==> config.mk <==
export PLATFORM = sky130hd
export DESIGN_NAME = rdq_ctrl
export DESIGN_NICKNAME = d
export VERILOG_FILES = /design/src/hw/rtl/rdq_pkg.sv /design/src/hw/rtl/rdq_ctrl.sv
export SDC_FILE = /design/constraint.sdc
export NUM_CORES = 1
export LEC_CHECK = 0
export BUFFER_PORTS_ARGS = -buffer_cell sky130_fd_sc_hd__clkbuf_2
export CELL_PAD_IN_SITES_DETAIL_PLACEMENT = 0
export CELL_PAD_IN_SITES_GLOBAL_PLACEMENT = 1
export CORE_MARGIN = 3
export CORE_UTILIZATION = 39
export DETAILED_ROUTE_END_ITERATION = 7
export PLACE_DENSITY_LB_ADDON = 0.12
export SLEW_MARGIN = 20
export SYNTH_ARGS = -nofsm -noshare
export SYNTH_HDL_FRONTEND = slang
export SYNTH_SLANG_ARGS = --single-unit
==> constraint.sdc <==
create_clock -name clk -period 6.7 [get_ports clk]
set_clock_uncertainty 0.05 [all_clocks]
set_input_delay 0.335 -clock clk [delete_from_list [all_inputs] [get_ports clk]]
set_output_delay 0.335 -clock clk [all_outputs]
set_load 0.005 [all_outputs]
==> src/hw/rtl/rdq_pkg.sv <==
`timescale 1ns / 1ps
// ----------------------------------------------------------------------------
// rdq_pkg: shared definitions for the reversible deque
// Sizes, command and status codes, and the structs that pass between the
// pointer control and the top level.
// ----------------------------------------------------------------------------
package rdq_pkg;

	// Storage geometry.
	localparam int DEPTH      = 1024;
	localparam int DATA_WIDTH = 32;
	localparam int ADDR_W     = (DEPTH > 1) ? $clog2(DEPTH) : 1;
	localparam int CNT_W      = $clog2(DEPTH + 1);
	localparam int SUM_W      = $clog2(2 * DEPTH);

	// Port field widths.
	localparam int OP_W   = 3;
	localparam int ST_W   = 2;
	localparam int WORD_W = 32;

	typedef logic [OP_W-1:0]       opcode_t;
	typedef logic [ST_W-1:0]       status_t;
	typedef logic [ADDR_W-1:0]     addr_t;
	typedef logic [CNT_W-1:0]      count_t;
	typedef logic [SUM_W-1:0]      sum_t;
	typedef logic [DATA_WIDTH-1:0] data_t;

	// Command codes.
	localparam opcode_t OP_POP_BACK   = 3'd0;
	localparam opcode_t OP_POP_FRONT  = 3'd1;
	localparam opcode_t OP_REVERSE    = 3'd2;
	localparam opcode_t OP_PUSH_BACK  = 3'd3;
	localparam opcode_t OP_PUSH_FRONT = 3'd4;

	// Result status codes.
	localparam status_t ST_OK    = 2'd0;
	localparam status_t ST_EMPTY = 2'd1;
	localparam status_t ST_FULL  = 2'd2;

	// One access to the ring memory.
	typedef struct packed {
		logic  we;
		addr_t waddr;
		data_t wdata;
		logic  re;
		addr_t raddr;
	} mem_req_t;

	// What a command leaves for the result path.
	typedef struct packed {
		logic    valid;
		status_t status;
		logic    from_mem;
	} res_t;

	// Fold a sum below twice the depth back into the ring.
	function automatic addr_t wrap_sum(input sum_t s);
		sum_t r;
		r = (s >= SUM_W'(DEPTH)) ? (s - SUM_W'(DEPTH)) : s;
		return ADDR_W'(r);
	endfunction

endpackage

==> src/hw/rtl/rdq_ctrl.sv <==
`timescale 1ns / 1ps
// ----------------------------------------------------------------------------
// rdq_ctrl: deque pointer control
// Holds the head pointer, the entry count and the reverse flag, decodes each
// command into at most one memory access and the status of any result, and
// updates the pointers when the command is accepted.
// ----------------------------------------------------------------------------
module rdq_ctrl (
	input  logic              clk,
	input  logic              arst_n,
	input  logic              accept,
	input  rdq_pkg::opcode_t  opcode,
	input  logic [31:0]       push_value,
	output rdq_pkg::mem_req_t req,
	output rdq_pkg::res_t     res
);
	import rdq_pkg::*;

	addr_t  head_q;
	count_t count_q;
	logic   rev_q;

	addr_t  head_d;
	count_t count_d;
	logic   rev_d;

	logic   empty;
	logic   full;
	logic   use_front;
	addr_t  head_inc;
	addr_t  head_dec;
	addr_t  tail_idx;
	addr_t  last_idx;
	sum_t   head_ext;
	sum_t   count_ext;

	// Neighbor indexes around the current contents.
	always_comb begin
		head_ext  = SUM_W'(head_q);
		count_ext = SUM_W'(count_q);
		head_inc  = (head_q == ADDR_W'(DEPTH - 1)) ? '0 : head_q + 1'b1;
		head_dec  = (head_q == '0) ? ADDR_W'(DEPTH - 1) : head_q - 1'b1;
		tail_idx  = wrap_sum(head_ext + count_ext);
		last_idx  = wrap_sum(head_ext + count_ext - 1'b1);
		empty     = (count_q == '0);
		full      = (count_q == CNT_W'(DEPTH));
	end

	// Command decode: memory access, result and next pointer state.
	always_comb begin
		req       = '0;
		res       = '0;
		head_d    = head_q;
		count_d   = count_q;
		rev_d     = rev_q;
		use_front = 1'b0;
		req.wdata = DATA_WIDTH'(push_value);
		case (opcode)
			OP_POP_BACK, OP_POP_FRONT: begin
				res.valid = 1'b1;
				use_front = (opcode == OP_POP_FRONT) ^ rev_q;
				if (empty) begin
					res.status = ST_EMPTY;
				end else begin
					res.status   = ST_OK;
					res.from_mem = 1'b1;
					req.re       = 1'b1;
					count_d      = count_q - 1'b1;
					if (use_front) begin
						req.raddr = head_q;
						head_d    = head_inc;
					end else begin
						req.raddr = last_idx;
					end
				end
			end
			OP_REVERSE: begin
				rev_d = ~rev_q;
			end
			OP_PUSH_BACK, OP_PUSH_FRONT: begin
				use_front = (opcode == OP_PUSH_FRONT) ^ rev_q;
				if (full) begin
					res.valid  = 1'b1;
					res.status = ST_FULL;
				end else begin
					req.we  = 1'b1;
					count_d = count_q + 1'b1;
					if (use_front) begin
						req.waddr = head_dec;
						head_d    = head_dec;
					end else begin
						req.waddr = tail_idx;
					end
				end
			end
			default: begin
				// Unused codes do nothing.
			end
		endcase
		if (!accept) begin
			req.we = 1'b0;
			req.re = 1'b0;
		end
	end

	// Pointer state.
	always_ff @(posedge clk or negedge arst_n) begin
		if (!arst_n) begin
			head_q  <= '0;
			count_q <= '0;
			rev_q   <= 1'b0;
		end else if (accept) begin
			head_q  <= head_d;
			count_q <= count_d;
			rev_q   <= rev_d;
		end
	end

endmodule

==> impl_summary.txt <==
----------------------------------------------------
[Outcome]
  Status ... completed

[Pwr]
  Share of total power in sequential cells ... 0.215
  Maximum vdd drop ... 0.000206 V
  Clock network fraction of total power ... 0.055
  Reported leakage power ... 1.31 nW
  Switching share of total power ... 0.535
  Power density over the cells ... 541 nW/um^2
  Internal power summed over all cells ... 0.000734 W
  Psw ... 0.000843 W
  Combinational power share ... 0.731

[Yosys]
  Yosys warns ... 0
  Post-synthesis cell type count ... 54
  Cells after synthesis ... 384
  Dominant register cell in the synthesized netlist ... dfrtp_1
  Share of synthesized registers carrying an async set or reset ... 1.00
  Syn Area/Cell ... 7.50 um^2
  Number of register bits inferred by synthesis ... 22
  Post-synthesis cell area ... 2880 um^2
  EDFF count, synth ... 0
  Share of the yosys chip area belonging to registers ... 0.191
  Synthesized netlist net count ... 445

[Drt]
  Iter 0 DRT Violations ... 80
  Routed len/inst ... 16.1 um
  Via count ... 2,586
  DRT antenna net count ... 0
  Residual DRC count ... 0
  Iteration count of the initial detailed-routing pass ... 4
  Routed wire length ... 7.52 mm
  Via/cell ratio ... 5.54

[Final layout]
  Diodes inserted ... 0
  Final non-filler cell area ... 2910 um^2
  # fillers ... 787
  Fraction of final layout cells sized beyond drive strength 1 ... 0.121
  Net count of the finished layout ... 434
  Area added between synthesis and finish ... 1.09%

[Clocking]
  Max H-tree Level ... 1
  Number of hold buffers added after CTS ... 0
  Reg clk slew, reported paths ... 80 ps
  Clock buffers created by TritonCTS ... 3
  Number of setup buffers added after CTS ... 0
  CTS Buffer Depth ... 2
  Clock tree from TritonCTS ... yes
  Post-CTS resize count ... 0
  Clock latency of the later-clocked register in the worst-skew pair ... 270 ps
  Sink Count ... 22
  Clock tree root buffer cell ... clkbuf_8

[Timing]
  Final cycle utilization of the critical path ... 0.558
  Fin Hold WS ... 17.5 ps
  Achievable Freq ... 268 MHz
  Min cycle time layout ... 3740 ps
  Slew at the pin with the worst max-slew slack ... 819 ps
  Final Max Tran Viols ... 0
  Final-report hold violation count ... 0
  Relative slew slack ... 0.452
  Number of setup violations in the final report ... 0
  RSZ-0062 raised after global routing ... false
  Setup TNS ... 0 ps

[Floorplanning]
  Starting density of the core ... 0.413
  Site row count ... 30
  Placeable core area ... 6980 um^2
  I/O pin count ... 96
  Die boundary height ... 92.0 um
  Die span in x ... 92.0 um
  Die ar. ... 8460 um^2

[Placed design]
  Final GP Congestion ... 0.828
  Dpl cell area ... 2870 um^2
  Post-detailed-placement half-perimeter wirelength ... 5.98 mm
  Count of buffers inserted at the top-level ports ... 31

[Setup path]
  Required time at the worst-slack endpoint ... 6310 ps
  Path type of the worst setup path ... register to output pin
  Startpoint type of the worst setup path ... register
  Critical path capture point type ... output pin
  Largest driver fanout on the critical path ... 8
  Worst Path Arrival ... 3350 ps
  Worst-case reg-to-reg path depth ... 8

[Global route]
  Number of global-route vias before repair ... 2,492
  Gr usage total ... 0.181
  Number of antenna violations at the first check in global routing ... 0
  Congestion Overflow GR ... 0
  Maximum number of pins on one net before global-route repair ... 24
  Global-route wire length before repair ... 12.6 mm

[Worst hold path]
  Worst min-delay path category ... primary input to asynchronous set/reset pin

[Job]
  Count of max-cap constraint violations ... 0

----------------------------------------------------
==> sequential cells by signal, indices dropped and copies added, names as in the netlist <==
name / count
head_q: 10
rev_q: 1
count_ext: 11
==> synthesized netlist by cell type (4+ instances only) <==
master | count | area share
nand3_1 | 7 | 0.012
nand2_1 | 32 | 0.042
nand2b_1 | 4 | 0.0087
nor4_1 | 4 | 0.0087
or3_1 | 7 | 0.015
ha_1 | 21 | 0.091
buf_4 | 32 | 0.083
xor2_1 | 20 | 0.061
nor2_1 | 42 | 0.055
a21oi_1 | 22 | 0.038
nor3_1 | 15 | 0.026
a211oi_1 | 14 | 0.036
xnor2_1 | 16 | 0.049
inv_1 | 10 | 0.013
o31ai_1 | 4 | 0.010
and2_1 | 7 | 0.015
a21o_1 | 10 | 0.026
dfrtp_1 | 22 | 0.19
o21ai_0 | 29 | 0.050
clkbuf_1 | 18 | 0.023
==> layout by cell type, fill, tap and decap left out, types with 2 or more instances in the layout <==
master / count
a22oi_1: 2
nor3_1: 15
nor2_1: 42
ha_1: 21
a41oi_1: 2
or3_1: 7
xnor2_1: 16
a211oi_1: 14
nand2b_1: 4
a21oi_1: 22
buf_4: 3
mux2i_1: 2
nand3_1: 7
and3_1: 3
and2_1: 7
o21a_1: 2
a221oi_1: 3
a31oi_1: 2
fa_1: 2
clkbuf_8: 3
nor4_1: 4
o21ai_0: 29
nor2b_1: 2
dfrtp_1: 22
a21o_1: 10
a21boi_0: 2
nand2_1: 32
xor2_1: 20
or2_2: 3
clkbuf_2: 31
inv_1: 10
o31ai_1: 4
==> critical path, cell delays in order, from the launching register on <==
cell and delay [ps]:
dfrtp_1 500, ha_1 220, inv_1 60, fa_1 400, nand2b_1 190, a21oi_1 230, xor2_1 140, nor3_1 330
nand3_1 200, or4b_1 490, a31o_1 210, clkbuf_2 110
==> final timing paths <==
kind	startpoint	end	slack (ps)
min reg2reg	count_ext[10]$_DFFE_PN0P_	count_ext[10]$_DFFE_PN0P_	480
max	head_q[0]$_DFFE_PN0P_	req[9]	2960
min	arst_n	head_q[8]$_DFFE_PN0P_	20
max reg2reg	count_ext[5]$_DFFE_PN0P_	count_ext[10]$_DFFE_PN0P_	4090
min in group clk	accept	rev_q$_DFFE_PN0P_	310
max in group asynchronous	arst_n	count_ext[7]$_DFFE_PN0P_	6160
==> per-stage QoR <==
step                      setup WS [ps]   util  std cells  power [W]
after floorplan                    3620      -        384    0.00123
after global placement             2980  0.411        464    0.00149
after detailed placement           2880  0.411        464    0.00150
after CTS                          2950  0.417        467    0.00159
after global routing               2660  0.417        467    0.00177
final                              2960  0.417        467    0.00158
==> cells by family (layout without fill, tap and decap cells) <==
| family | count (synthesis) | count (layout) | synth area share |
|---|---|---|---|
| muxes | 3 | 3 | 0.0109 |
| and+or+nand+nor | 135 | 135 | 0.225 |
| xor gates and xnor gates | 36 | 36 | 0.109 |
| adders and majority gates | 23 | 23 | 0.105 |
| DFF | 22 | 22 | 0.191 |
| AOI/OAI and AO/OA | 105 | 105 | 0.238 |
| buffers and inverters | 60 | 47 | 0.120 |
==> area by class of cell <==
cell class                      instances  area, um^2  share of cell area
Tap cell                               96         120              0.0412
Multi-Input combinational cell        302        1990               0.682
Clock buffer                            3        41.3              0.0142
Timing Repair Buffer                   34         178              0.0610
Sequential cell                        22         551               0.189
Inverter                               10        37.5              0.0129
==> power groups by stage <==
| stage | registers [W] | logic (W) | clock network [W] |
|---|---|---|---|
| floorplan | 0.000254 | 0.000971 | 0 |
| global placement | 0.000342 | 0.00115 | 0 |
| detailed placement | 0.000342 | 0.00115 | 0 |
| CTS | 0.000339 | 0.00116 | 0.0000897 |
| global route | 0.000354 | 0.00132 | 0.0000951 |
| finish | 0.000338 | 0.00115 | 0.0000860 |
==> routing by layer <==
metal | vias up | wire, um | track usage
li1 | 1314 | - | -
met1 | 1179 | 3800 | 0.268
met2 | 76 | 3180 | 0.280
met3 | 17 | 462 | 0.0205
met4 | 0 | 82 | 0.0458
met5 | - | 0 | 0
Power figures use the tool's default switching activity.
